$ cat config.mk
export PLATFORM = sky130hd
export DESIGN_NAME = buffer_pool_slot_manager_core
export DESIGN_NICKNAME = d
export VERILOG_FILES = /design/src/hw/rtl/bpsm_pkg.sv /design/src/hw/rtl/buffer_pool_slot_manager_core.sv /design/src/hw/rtl/bpsm_cell.sv
export SDC_FILE = /design/constraint.sdc
export NUM_CORES = 2
export LEC_CHECK = 0
export BUFFER_PORTS_ARGS = -buffer_cell sky130_fd_sc_hd__buf_2
export CAP_MARGIN = 10
export CORE_UTILIZATION = 50
export DETAILED_ROUTE_END_ITERATION = 16
export PLACE_DENSITY = 0.67
export REMOVE_ABC_BUFFERS = 1
export SYNTH_ARGS = -nofsm -noshare
export SYNTH_HDL_FRONTEND = slang
export SYNTH_SLANG_ARGS = --single-unit
export TNS_END_PERCENT = 50
$ cat constraint.sdc
create_clock -name clk -period 9 [get_ports clk]
set_input_delay 0.9 -clock clk [delete_from_list [all_inputs] [get_ports clk]]
set_output_delay 0.9 -clock clk [all_outputs]
set_load 0.01 [all_outputs]
$ cat src/hw/rtl/bpsm_pkg.sv
// Shared types and constants for the buffer pool slot manager.
`timescale 1ns / 1ps
package bpsm_pkg;

	localparam int unsigned SIZE_W = 24;
	localparam int unsigned ADDR_W = 32;
	localparam int unsigned PCT_W  = 7;
	localparam int unsigned CNT_W  = 32;

	localparam logic [31:0] PCT_BASE = 32'd100;

	localparam logic [PCT_W-1:0]  PCT_RESET = 7'd20;
	localparam logic [SIZE_W-1:0] THR_RESET = 24'd1024;

	// configuration register indexes
	localparam logic REG_OVERSIZE_PCT = 1'b0;
	localparam logic REG_LARGE_THR    = 1'b1;

	// request action codes
	localparam logic ACT_ACQUIRE = 1'b0;
	localparam logic ACT_RELEASE = 1'b1;

	// result status codes
	localparam logic [2:0] STS_EXACT         = 3'd0;
	localparam logic [2:0] STS_OVERSIZE      = 3'd1;
	localparam logic [2:0] STS_MISS_POOLED   = 3'd2;
	localparam logic [2:0] STS_MISS_UNPOOLED = 3'd3;
	localparam logic [2:0] STS_ALLOC_FAILED  = 3'd4;
	localparam logic [2:0] STS_RELEASED      = 3'd5;
	localparam logic [2:0] STS_FREE_EXT      = 3'd6;
	localparam logic [2:0] STS_NULL          = 3'd7;

	typedef struct packed {
		logic              action;
		logic [SIZE_W-1:0] request_size;
		logic [ADDR_W-1:0] buffer_address;
	} req_t;

	typedef struct packed {
		logic [2:0]        status;
		logic [ADDR_W-1:0] granted_address;
		logic [SIZE_W-1:0] granted_size;
		logic              in_pool;
		logic [CNT_W-1:0]  hit_count;
		logic [CNT_W-1:0]  miss_count;
		logic [CNT_W-1:0]  saturation_count;
		logic [CNT_W-1:0]  large_alloc_count;
		logic [CNT_W-1:0]  small_alloc_count;
		logic [3:0]        pool_entries;
	} rsp_t;

	// control broadcast from the sequencer to every cell
	typedef struct packed {
		logic cmp_en;     // register match flags
		logic take_exact; // mark the first exact match busy
		logic take_over;  // mark the first oversize match busy
		logic release_en; // free the first address match
		logic append;     // write a new slot at index == count
	} cell_ctl_t;

	// priority chain passed cell to cell
	typedef struct packed {
		logic              ex_hit;
		logic [ADDR_W-1:0] ex_addr;
		logic              ov_hit;
		logic [ADDR_W-1:0] ov_addr;
		logic [SIZE_W-1:0] ov_size;
		logic              rl_hit;
	} chain_t;

	typedef enum logic [1:0] {
		S_IDLE,
		S_CMP,
		S_PICK
	} state_t;

endpackage

$ cat src/hw/rtl/buffer_pool_slot_manager_core.sv
// Top level of the buffer pool slot manager: sequencer, counters and cell row.
`timescale 1ns / 1ps
// Buffer pool slot manager. Keeps up to POOL_SLOTS buffer slots (address,
// size, busy) in a row of cells. An acquire beat takes the lowest free slot
// of exactly the requested size, else the lowest free slot with
// req <= size and size*100 <= req*(100+oversize_percent); on a miss the
// external address carried in the beat is pooled while there is room, else
// handed back unpooled (address 0 means the external allocation failed).
// A release beat frees the lowest slot holding the address. Every request
// beat yields exactly one response beat carrying the wrapping counters.
// Steps: the accept in S_IDLE registers the request and the oversize limit
// (one 24x8 multiply), S_CMP registers every cell's match flags, and S_PICK
// walks the priority chain through the cells and commits the result into the
// response register. req_ready is low between accept and commit, so a new
// request is taken only once the last one is committed; a response waiting in
// the output register holds the commit, and with it the request side, until
// that response is taken.
// Slot contents are not cleared after reset; the fill count marks which
// cells hold entries, so no clearing pass is needed.
module buffer_pool_slot_manager_core #(
	parameter int unsigned POOL_SLOTS = 8
) (
	input  logic                              clk,
	input  logic                              arst_n,
	input  logic                              req_valid,
	output logic                              req_ready,
	input  bpsm_pkg::req_t                    req_data,
	output logic                              rsp_valid,
	input  logic                              rsp_ready,
	output bpsm_pkg::rsp_t                    rsp_data,
	input  logic                              cfg_we,
	input  logic                              cfg_idx,
	input  logic [bpsm_pkg::SIZE_W-1:0]       cfg_wdata
);

	localparam int unsigned CW = $clog2(POOL_SLOTS + 1);

	bpsm_pkg::state_t            state_q, state_d;
	bpsm_pkg::req_t              item_q;
	logic [31:0]                 limit_q;
	logic [bpsm_pkg::PCT_W-1:0]  pct_q;
	logic [bpsm_pkg::SIZE_W-1:0] thr_q;
	logic [CW-1:0]               count_q;
	logic [31:0]                 count_ext;
	logic [31:0]                 hits_q, misses_q, sats_q, large_q, small_q;
	bpsm_pkg::rsp_t              rsp_q, rsp_d;
	logic                        rsp_valid_q;

	bpsm_pkg::cell_ctl_t         ctl;
	bpsm_pkg::chain_t            chain [POOL_SLOTS+1];
	bpsm_pkg::chain_t            ce;

	logic                        accept, room, commit;
	logic                        take_ex, take_ov, do_rel, do_app;
	logic                        inc_hit, inc_miss, inc_sat, inc_large, inc_small;

	assign accept = req_valid && req_ready;
	assign room   = !rsp_valid_q || rsp_ready;
	assign ce     = chain[POOL_SLOTS];

	// ---------------- configuration ----------------
	always_ff @(posedge clk or negedge arst_n) begin
		if (!arst_n) begin
			pct_q <= bpsm_pkg::PCT_RESET;
			thr_q <= bpsm_pkg::THR_RESET;
		end else if (cfg_we) begin
			unique case (cfg_idx)
				bpsm_pkg::REG_OVERSIZE_PCT: pct_q <= cfg_wdata[bpsm_pkg::PCT_W-1:0];
				bpsm_pkg::REG_LARGE_THR:    thr_q <= cfg_wdata;
				default: ;
			endcase
		end
	end

	// ---------------- sequencer ----------------
	always_comb begin
		state_d = state_q;
		unique case (state_q)
			bpsm_pkg::S_IDLE: if (req_valid) state_d = bpsm_pkg::S_CMP;
			bpsm_pkg::S_CMP:  state_d = bpsm_pkg::S_PICK;
			bpsm_pkg::S_PICK: if (room) state_d = bpsm_pkg::S_IDLE;
			default:          state_d = bpsm_pkg::S_IDLE;
		endcase
	end

	always_comb begin
		req_ready = 1'b0;
		commit    = 1'b0;
		unique case (state_q)
			bpsm_pkg::S_IDLE: req_ready = 1'b1;
			bpsm_pkg::S_CMP:  ;
			bpsm_pkg::S_PICK: commit = room;
			default:          ;
		endcase
	end

	always_ff @(posedge clk or negedge arst_n) begin
		if (!arst_n) begin
			state_q <= bpsm_pkg::S_IDLE;
		end else begin
			state_q <= state_d;
		end
	end

	// request capture; limit = req * (100 + pct) fits 32 bits
	always_ff @(posedge clk) begin
		if (accept) begin
			item_q  <= req_data;
			limit_q <= 32'(req_data.request_size) * (bpsm_pkg::PCT_BASE + 32'(pct_q));
		end
	end

	// ---------------- decision on the chain end ----------------
	always_comb begin
		take_ex   = 1'b0;
		take_ov   = 1'b0;
		do_rel    = 1'b0;
		do_app    = 1'b0;
		inc_hit   = 1'b0;
		inc_miss  = 1'b0;
		inc_sat   = 1'b0;
		inc_large = 1'b0;
		inc_small = 1'b0;
		rsp_d     = '0;
		if (item_q.action == bpsm_pkg::ACT_ACQUIRE) begin
			if (ce.ex_hit) begin
				take_ex               = 1'b1;
				inc_hit               = 1'b1;
				rsp_d.status          = bpsm_pkg::STS_EXACT;
				rsp_d.granted_address = ce.ex_addr;
				rsp_d.granted_size    = item_q.request_size;
				rsp_d.in_pool         = 1'b1;
			end else if (ce.ov_hit) begin
				take_ov               = 1'b1;
				inc_hit               = 1'b1;
				rsp_d.status          = bpsm_pkg::STS_OVERSIZE;
				rsp_d.granted_address = ce.ov_addr;
				rsp_d.granted_size    = ce.ov_size;
				rsp_d.in_pool         = 1'b1;
			end else begin
				inc_miss = 1'b1;
				if (item_q.buffer_address == '0) begin
					rsp_d.status = bpsm_pkg::STS_ALLOC_FAILED;
				end else begin
					inc_large             = item_q.request_size > thr_q;
					inc_small             = !(item_q.request_size > thr_q);
					rsp_d.granted_address = item_q.buffer_address;
					rsp_d.granted_size    = item_q.request_size;
					if (count_q < CW'(POOL_SLOTS)) begin
						do_app        = 1'b1;
						rsp_d.status  = bpsm_pkg::STS_MISS_POOLED;
						rsp_d.in_pool = 1'b1;
					end else begin
						inc_sat      = 1'b1;
						rsp_d.status = bpsm_pkg::STS_MISS_UNPOOLED;
					end
				end
			end
		end else begin
			if (item_q.buffer_address == '0) begin
				rsp_d.status = bpsm_pkg::STS_NULL;
			end else if (ce.rl_hit) begin
				do_rel       = 1'b1;
				rsp_d.status = bpsm_pkg::STS_RELEASED;
			end else begin
				rsp_d.status = bpsm_pkg::STS_FREE_EXT;
			end
		end
		// counters as they stand after this beat
		rsp_d.hit_count         = hits_q + 32'(inc_hit);
		rsp_d.miss_count        = misses_q + 32'(inc_miss);
		rsp_d.saturation_count  = sats_q + 32'(inc_sat);
		rsp_d.large_alloc_count = large_q + 32'(inc_large);
		rsp_d.small_alloc_count = small_q + 32'(inc_small);
		count_ext               = 32'(count_q) + 32'(do_app);
		rsp_d.pool_entries      = count_ext[3:0];
	end

	always_comb begin
		ctl.cmp_en     = state_q == bpsm_pkg::S_CMP;
		ctl.take_exact = commit && take_ex;
		ctl.take_over  = commit && take_ov;
		ctl.release_en = commit && do_rel;
		ctl.append     = commit && do_app;
	end

	// ---------------- counters and response register ----------------
	always_ff @(posedge clk or negedge arst_n) begin
		if (!arst_n) begin
			count_q     <= '0;
			hits_q      <= '0;
			misses_q    <= '0;
			sats_q      <= '0;
			large_q     <= '0;
			small_q     <= '0;
			rsp_valid_q <= 1'b0;
		end else begin
			if (commit) begin
				count_q     <= count_q + CW'(do_app);
				hits_q      <= rsp_d.hit_count;
				misses_q    <= rsp_d.miss_count;
				sats_q      <= rsp_d.saturation_count;
				large_q     <= rsp_d.large_alloc_count;
				small_q     <= rsp_d.small_alloc_count;
				rsp_valid_q <= 1'b1;
			end else if (rsp_ready) begin
				rsp_valid_q <= 1'b0;
			end
		end
	end

	always_ff @(posedge clk) begin
		if (commit) begin
			rsp_q <= rsp_d;
		end
	end

	assign rsp_valid = rsp_valid_q;
	assign rsp_data  = rsp_q;

	// ---------------- cell row ----------------
	assign chain[0] = '0;

	for (genvar i = 0; i < POOL_SLOTS; i++) begin : g_cell
		bpsm_cell #(
			.IDX   (i),
			.CNT_W (CW)
		) u_cell (
			.clk       (clk),
			.arst_n    (arst_n),
			.ctl       (ctl),
			.count     (count_q),
			.req_size  (item_q.request_size),
			.req_addr  (item_q.buffer_address),
			.limit     (limit_q),
			.chain_in  (chain[i]),
			.chain_out (chain[i+1])
		);
	end

`ifndef NO_ASSERTIONS
	a_count_bound: assert property (@(posedge clk) disable iff (!arst_n)
		count_q <= CW'(POOL_SLOTS))
		else $error("slot count beyond pool size");

	a_count_step: assert property (@(posedge clk) disable iff (!arst_n)
		(count_q != $past(count_q)) |-> (count_q == $past(count_q) + CW'(1)))
		else $error("slot count moved by other than one");

	a_accept_cmp: assert property (@(posedge clk) disable iff (!arst_n)
		accept |=> (state_q == bpsm_pkg::S_CMP))
		else $error("accepted beat not followed by compare");

	a_rsp_from_pick: assert property (@(posedge clk) disable iff (!arst_n)
		$rose(rsp_valid_q) |-> $past(state_q == bpsm_pkg::S_PICK))
		else $error("response raised outside pick");

	a_hit_pooled: assert property (@(posedge clk) disable iff (!arst_n)
		(rsp_valid_q && (rsp_q.status == bpsm_pkg::STS_EXACT
			|| rsp_q.status == bpsm_pkg::STS_OVERSIZE)) |-> rsp_q.in_pool)
		else $error("pool hit not marked as pooled");
`endif

endmodule

$ cat src/hw/rtl/bpsm_cell.sv
// One pool slot: stored entry, match flags and a link of the priority chain.
`timescale 1ns / 1ps
module bpsm_cell #(
	parameter int unsigned IDX   = 0,
	parameter int unsigned CNT_W = 4
) (
	input  logic                                clk,
	input  logic                                arst_n,
	input  bpsm_pkg::cell_ctl_t                 ctl,
	input  logic [CNT_W-1:0]                    count,
	input  logic [bpsm_pkg::SIZE_W-1:0]         req_size,
	input  logic [bpsm_pkg::ADDR_W-1:0]         req_addr,
	input  logic [31:0]                         limit,
	input  bpsm_pkg::chain_t                    chain_in,
	output bpsm_pkg::chain_t                    chain_out
);

	logic [bpsm_pkg::ADDR_W-1:0] addr_q;
	logic [bpsm_pkg::SIZE_W-1:0] size_q;
	logic                        busy_q;
	logic                        ex_q, ov_q, rl_q;
	logic                        live;
	logic                        here;
	logic [31:0]                 size_x100;
	logic                        ex_sel, ov_sel, rl_sel;

	assign live      = CNT_W'(IDX) < count;
	assign here      = CNT_W'(IDX) == count;
	assign size_x100 = 32'(size_q) * bpsm_pkg::PCT_BASE;

	assign ex_sel = ex_q & ~chain_in.ex_hit;
	assign ov_sel = ov_q & ~chain_in.ov_hit;
	assign rl_sel = rl_q & ~chain_in.rl_hit;

	always_comb begin
		chain_out.ex_hit  = chain_in.ex_hit | ex_q;
		chain_out.ex_addr = ex_sel ? addr_q : chain_in.ex_addr;
		chain_out.ov_hit  = chain_in.ov_hit | ov_q;
		chain_out.ov_addr = ov_sel ? addr_q : chain_in.ov_addr;
		chain_out.ov_size = ov_sel ? size_q : chain_in.ov_size;
		chain_out.rl_hit  = chain_in.rl_hit | rl_q;
	end

	always_ff @(posedge clk or negedge arst_n) begin
		if (!arst_n) begin
			busy_q <= 1'b0;
			ex_q   <= 1'b0;
			ov_q   <= 1'b0;
			rl_q   <= 1'b0;
		end else begin
			if (ctl.cmp_en) begin
				ex_q <= live & ~busy_q & (size_q == req_size);
				ov_q <= live & ~busy_q & (size_q >= req_size) & (size_x100 <= limit);
				rl_q <= live & (addr_q == req_addr);
			end
			if ((ctl.take_exact && ex_sel) || (ctl.take_over && ov_sel)
					|| (ctl.append && here)) begin
				busy_q <= 1'b1;
			end else if (ctl.release_en && rl_sel) begin
				busy_q <= 1'b0;
			end
		end
	end

	// entry payload, meaningful only once appended
	always_ff @(posedge clk) begin
		if (ctl.append && here) begin
			addr_q <= req_addr;
			size_q <= req_size;
		end
	end

endmodule

* Word level (Yosys, flattened, before mapping)
Cells that the tools add are included.
Cells by class: add/sub/neg operators 8, multipliers 9, div/mod/pow operators 0, order comparisons 26, eq/ne operators 27, shift-type cells 0, mux-type cells 86, bitwise logic cells 112, reductions and logical operators 71
Operator list (count):
- $mux W32 | 16
- $eq A32 B32 Y1 | 8
- $le A31 B32 Y1 | 8
- $mul A24 B5 Y29 const B | 8
- $eq A24 B24 Y1 | 8
- $ge A24 B24 Y1 | 8
- $mux W24 | 8
- $add A32 B1 Y32 | 5
- $mux W60 | 2
- $and A1 B1 Y1 | 61
- $mux W57 | 1
- $mux W1 | 52
- $logic_and A1 B1 Y1 | 37
- $logic_not A32 Y1 | 1
- $mul A24 B8 Y32 | 1
- $not A1 Y1 | 30
- $gt A24 B24 Y1 | 1
- $or A1 B1 Y1 | 21
- $reduce_bool A2 Y1 | 9
- $logic_or A1 B1 Y1 | 17
- $eq A3 B4 Y1 const A | 4
- $lt A3 B4 Y1 const A | 4
- $add A4 B1 Y4 | 2
- $add A7 B7 Y8 const A | 1
- other kinds (15) | 26
Word-level totals: register bits after elaboration 991, bits in latches 0, memory bits (writable) 0, bits in read-only memories 0, input bits 87, output and inout port bits 226, logic and storage cells 411, memories kept 0

* Logic depth before layout (Yosys ltp)
depth after elaboration 15, mapped depth 25, mapped depth without buffers 25

* By module
A second synthesis with hierarchy kept.
Unflattened totals: cells, all modules 8203, area total of the unflattened synthesis 85346.9 um2
Modules (own cells, without submodules):
- buffer_pool_slot_manager_core | times used 1, cells an instance 2329, area each 27697.8 um2, sequential area each 14357.5 um2
- bpsm_cell (g_cell[2].u_cell) | times used 1, cells an instance 757, area each 7345.8 um2, sequential area each 1781.7 um2
- bpsm_cell (g_cell[1].u_cell) | times used 1, cells an instance 751, area each 7274.5 um2, sequential area each 1781.7 um2
- bpsm_cell (g_cell[6].u_cell) | times used 1, cells an instance 745, area each 7258.2 um2, sequential area each 1781.7 um2
- bpsm_cell (g_cell[0].u_cell) | times used 1, cells an instance 735, area each 7219.4 um2, sequential area each 1781.7 um2
- bpsm_cell (g_cell[4].u_cell) | times used 1, cells an instance 728, area each 7211.9 um2, sequential area each 1781.7 um2
- bpsm_cell (g_cell[7].u_cell) | times used 1, cells an instance 717, area each 7145.6 um2, sequential area each 1781.7 um2
- bpsm_cell (g_cell[3].u_cell) | times used 1, cells an instance 729, area each 7126.8 um2, sequential area each 1781.7 um2
- bpsm_cell (g_cell[5].u_cell) | times used 1, cells an instance 712, area each 7066.8 um2, sequential area each 1781.7 um2

* Worst setup path after synthesis
No wires, ideal clock.
path type input to register, start point input rsp_ready, end point register rsp_q, in the netlist rsp_data[0], enable pin, library setup time 676 ps, arrival 7756 ps, setup slack 568 ps, stages 5, cell sequence nand2b_1 nand2b_1 clkinv_1 clkbuf_1 clkbuf_1
On the way: cells in the longest elaborated chain, start to end 2
Ends and longest elaborated chain:
- start, declared | line buffer_pool_slot_manager_core.sv:29 | input logic rsp_ready,
- $logic_or A1 B1 Y1 | line buffer_pool_slot_manager_core.sv:58 | assign room = !rsp_valid_q || rsp_ready;
- $mux W1 | line buffer_pool_slot_manager_core.sv:89 | unique case (state_q)
- via commit | line buffer_pool_slot_manager_core.sv:53 | logic accept, room, commit;
- end signal, assigned | line buffer_pool_slot_manager_core.sv:214 | rsp_q <= rsp_d;
- end, declared | line buffer_pool_slot_manager_core.sv:46 | bpsm_pkg::rsp_t rsp_q, rsp_d;
The timed path passes the listed nets, and every way through them passes these cells. A chain may end at the register's enable or synchronous reset.

* Final worst setup path
start point register pct_q[2] in the netlist's numbering, end point register limit_q[31], data pin
On the way: cells in the longest elaborated chain, start to end 2
Ends and longest elaborated chain:
- start, declared | line buffer_pool_slot_manager_core.sv:41 | logic [bpsm_pkg::PCT_W-1:0] pct_q;
- start signal, assigned | line buffer_pool_slot_manager_core.sv:64 | pct_q <= bpsm_pkg::PCT_RESET;
- start signal, assigned | line buffer_pool_slot_manager_core.sv:68 | bpsm_pkg::REG_OVERSIZE_PCT: pct_q <= cfg_wdata[bpsm_pkg::PCT_W-1:0];
- $add A7 B7 Y8 | line buffer_pool_slot_manager_core.sv:109 | limit_q <= 32'(req_data.request_size) * (bpsm_pkg::PCT_BASE + 32'(pct_q));
- $mul A24 B8 Y32 | line buffer_pool_slot_manager_core.sv:109
- end signal, assigned | line buffer_pool_slot_manager_core.sv:109
- end, declared | line buffer_pool_slot_manager_core.sv:40 | logic [31:0] limit_q;
Every way passes these cells.

==> results.md <==
| Metric | This run |
| --- | --- |
| Outcome | completed |
| Top post-synthesis cells by area | sky130_fd_sc_hd__edfxtp_1 29%, sky130_fd_sc_hd__ha_1 18%, sky130_fd_sc_hd__fa_1 7.3% |
| Via count of the first global-routing pass | 57,700 |
| Final Instance Count excl. Fillers | 9,962 |
| Drt first pass iters | 9 |
| Final number of setup-violating endpoints | 0 |
| Half-perimeter wire length of the detailed placement result | 177,000 um |
| Worst hold path type | in2async |
| Synthesis Warnings | 0 |
| Cell chosen for the clock root | sky130_fd_sc_hd__clkbuf_16 |
| Power share of the combinational group | 50.6% |
| Post_cts resized | 0 |
| Worst Slack Setup Final | 2.24 ns |
| Number of hold-repair buffers added at the cts stage | 0 |
| Sequential element share of the synthesized area | 36.6% |
| Fraction of layout cells with a size suffix above 1 | 8.57% |
| Power density over the cells | 255 nW/um^2 |
| Commonest cells post-synth | 1,124 x sky130_fd_sc_hd__ha_1, 987 x sky130_fd_sc_hd__inv_1, 761 x sky130_fd_sc_hd__edfxtp_1 |
| Reg2reg start | pct_q[2] |
| Unrepaired setup endpoints after global routing | no |
| Endpoint arrival time on the critical path | 7.24 ns |
| Most common cell in the synthesized netlist | sky130_fd_sc_hd__ha_1 |
| Fraction of power consumed by sequential logic | 28.0% |
| Synth Area per Inst | 10.4 sq um |
| Kind of critical path | reg2reg |
| Leftover overflow at the end of global routing | 0 |
| Slew headroom | 3.89% |
| Initial standard-cell utilization of the core | 50.6% |
| Worst-case hold slack | 0.176 ns |
| FFs w/ async S/R, synth | 23.2% |
| Total global routing track utilization | 30.0% |
| Fraction of power spent switching nets | 41.8% |
| Pre-CTS worst setup slack | 2.23 ns |
| Register clock-pin slew on the reported worst setup and hold paths | 0.06 ns |
| Number of max-cap violations | 0 |
| FP Rows | 144 |
| CP top delay family | adder cells |
| Critical path fanouts, max | 27 |
| Pin count of the biggest net entering global routing | 128 |
| Internal power | 0.0128 W |
| Most Frequent Cell on Critical Path | sky130_fd_sc_hd__fa_1 |
| Overall routed net length | 240,000 um |
| Max-slew violation count | 0 |
| Max incr delay on CP | 0.89 ns |
| Core region area | 155,000 sq um |
| Cell type of the slowest stage on the worst timing path | sky130_fd_sc_hd__dfstp_2 |
| Area growth from synthesis to layout | 10.0% |
| Net load switching power | 0.00917 W |
| Clock skew | 0.0516 ns |
| Library cell occupying the most area in the post-synthesis netlist | sky130_fd_sc_hd__edfxtp_1 |
| DRC violation count after routing | 0 |
| Die width | 398 um |
| Leakage power figure | 38.5 nW |
| Crit path cell chain | and3_1, or3_1, and2_1, fa_1, fa_1, fa_1, inv_1, fa_1, inv_1, ha_1, a21o_1, a21oi_1, nor2_1, a311oi_1, a211oi_1, o41ai_1, a21bo_2, a31oi_1, xnor2_1 |
| Clock tree from TritonCTS | yes |
| Die area | 158,000 sq um |
| Post-CTS setup buffer count | 0 |
| Port-buffer cells | 312 |
| Cell count after placement | 9,758 |
| Number of register bits inferred by synthesis | 991 |
| Final Hold Viols | 0 |
| Cell count after synthesis | 7,522 |
| Highest Clock Rate | 148 MHz |
| Clock network power share | 21.4% |
| Netlist cell types | 94 |
| CTS Buf Count | 107 |
| CTS Buffer Depth | 3 |
| Mapped Area | 78,300 sq um |
| Worst Setup End Kind | register |
| Number of H-tree levels | 3 |
| Ratio of routed vias to standard cells | 6.02 |
| Number of DRC markers in iteration 0 | 6,332 |
| Number of flops mapped to enable cells by yosys | 761 |
| Sort of element at the start of the critical path | register |
| Accumulated negative setup slack | 0 ns |
| Placed cell areas | 82,400 sq um |
| Routed length per instance | 24.1 um |
| Design area | 86,100 sq um |
| Worst-margin pin slew | 1.43 ns |
| Critical Path RT | 9.48 ns |
| Global-route wire length before repair | 359,000 um |
| CP Buf/Inv Count | 2 |
| Yosys top cell area share | 29.2% |
| Clock sinks | 991 |
| Weighted congestion reported at the end of routability-driven placement | 0.987 |
| Total via count after detailed routing | 59,900 |
| Final worst path period share | 75.1% |
| Top_reg_cell synth | sky130_fd_sc_hd__edfxtp_1 |
| Critical Path Start | pct_q[2] |
| Top-Level Pins | 313 |
| Source-to-sink clock delay at the later pin of the worst-skew pair | 0.75 ns |
| Antenna violations before repair | 8 |
| Die height | 398 um |
| Worst vdd ir | 0.328 mV |
| Final critical-path required period | 6.76 ns |
| Final-stage net count | 9,318 |
| Post-detailed-route count of antenna-violating nets | 0 |
worst reg2reg max path, delay by kind of cell, from the launching register on:
kind,cells,cell delay [ns]
AOI/OAI and AO/OA,7,1.76
adders and majority gates,5,2.39
buffers and inverters,2,0.10
xor gates and xnor gates,1,0.14
and+or+nand+nor,4,1.22
DFF,1,0.89
power groups by stage:
stage,Combinational (W),Clock (W),Sequential (W)
6_report,0.0111,0.00470,0.00614
5_1_grt,0.0122,0.00492,0.00618
4_1_cts,0.0109,0.00477,0.00613
3_5_place_dp,0.0108,0,0.00622
3_3_place_gp,0.0106,0,0.00621
2_1_floorplan,0.00740,0,0.00632
cell usage in the layout (no fill, tap or decap), drive strengths merged, types with 16 or more instances in the layout:
master	netlist	routed
nand3	148	148
o22ai	23	23
a211oi	38	38
or3	27	27
o21a	88	88
nor3	90	90
xor2	326	326
a21o	245	245
and3	47	47
a221oi	111	111
a222oi	21	21
nand2	437	437
clkinv	1	42
a221o	83	83
nor2b	91	91
a21oi	374	374
a31oi	23	23
a22oi	78	78
fa	284	284
xnor2	425	425
o21bai	17	17
ha	1124	1124
edfxtp	761	761
and2	125	125
nand4	166	166
nand2b	52	52
a22o	17	17
bufinv	0	17
dfrtp	227	227
nor4	71	71
buf	24	404
mux2	32	32
o21ai	209	209
nor2	365	365
clkbuf	188	128
inv	987	994
or2	16	16
o211ai	21	21
logic make-up after synthesis:
| logic type | Yosys count | share of synthesized area, % |
|---|---|---|
| simple gates | 1674 | 10.7 |
| fa+ha+maj | 1408 | 25.2 |
| flops | 991 | 36.6 |
| buf+inv | 1200 | 5.81 |
| xor+xnor | 751 | 8.40 |
| compound gates | 1464 | 12.8 |
| mux | 34 | 0.486 |
sequential cells by signal, summed over array words and instances, names as in the netlist:
| register | flops |
|---|---|
| count_q | 4 |
| g_cell.u_cell.addr_q | 256 |
| g_cell.u_cell.busy_q | 8 |
| g_cell.u_cell.ex_q | 8 |
| g_cell.u_cell.ov_q | 8 |
| g_cell.u_cell.rl_q | 8 |
| g_cell.u_cell.size_q | 192 |
| hits_q | 32 |
| item_q | 57 |
| large_q | 32 |
| limit_q | 32 |
| misses_q | 32 |
| pct_q | 7 |
| rsp_data | 224 |
| rsp_valid | 1 |
| sats_q | 32 |
| small_q | 32 |
| state_q | 2 |
| thr_q | 24 |
stage by stage:
step / util [%] / power (W)
after detailed placement: 53.2 / 0.0171
after CTS: 55.6 / 0.0218
after floorplan: - / 0.0137
after global placement: 53.2 / 0.0168
after global routing: 55.6 / 0.0233
final: 55.6 / 0.0219
per-layer routing:
layer	vias to the layer above	track usage (%)	part of all wire, %
met1	29200	42.8	43
li1	27400	-	-
met2	2940	43.7	42
met3	424	8.35	11
met4	8	10.0	3.5
met5	-	0	0.023
cell type report:
type                    count  area (sq um)
well taps                2044          2560
diodes                      3          7.51
clock buffers             128          2800
fillers                 13400         68700
clock inverters            73           928
inverters                 988          3720
repair buffers            404          2260
flip-flops and latches    991         28600
multi-input cells        5331         45200
worst paths after layout:
kind | to | cells after the start | slack (ns)
worst max register to register | limit_q[31] | 19 | 2.24
max in group asynchronous | g_cell[0].u_cell.ex_q | 2 | 7.26
min in group clk | item_q[0] | 1 | 0.32
worst min register to register | large_q[0] | 2 | 0.48
worst min-delay path | sats_q[24] | 1 | 0.18
worst max-delay path | limit_q[31] | 19 | 2.24
(Power assumes the default switching activity.)
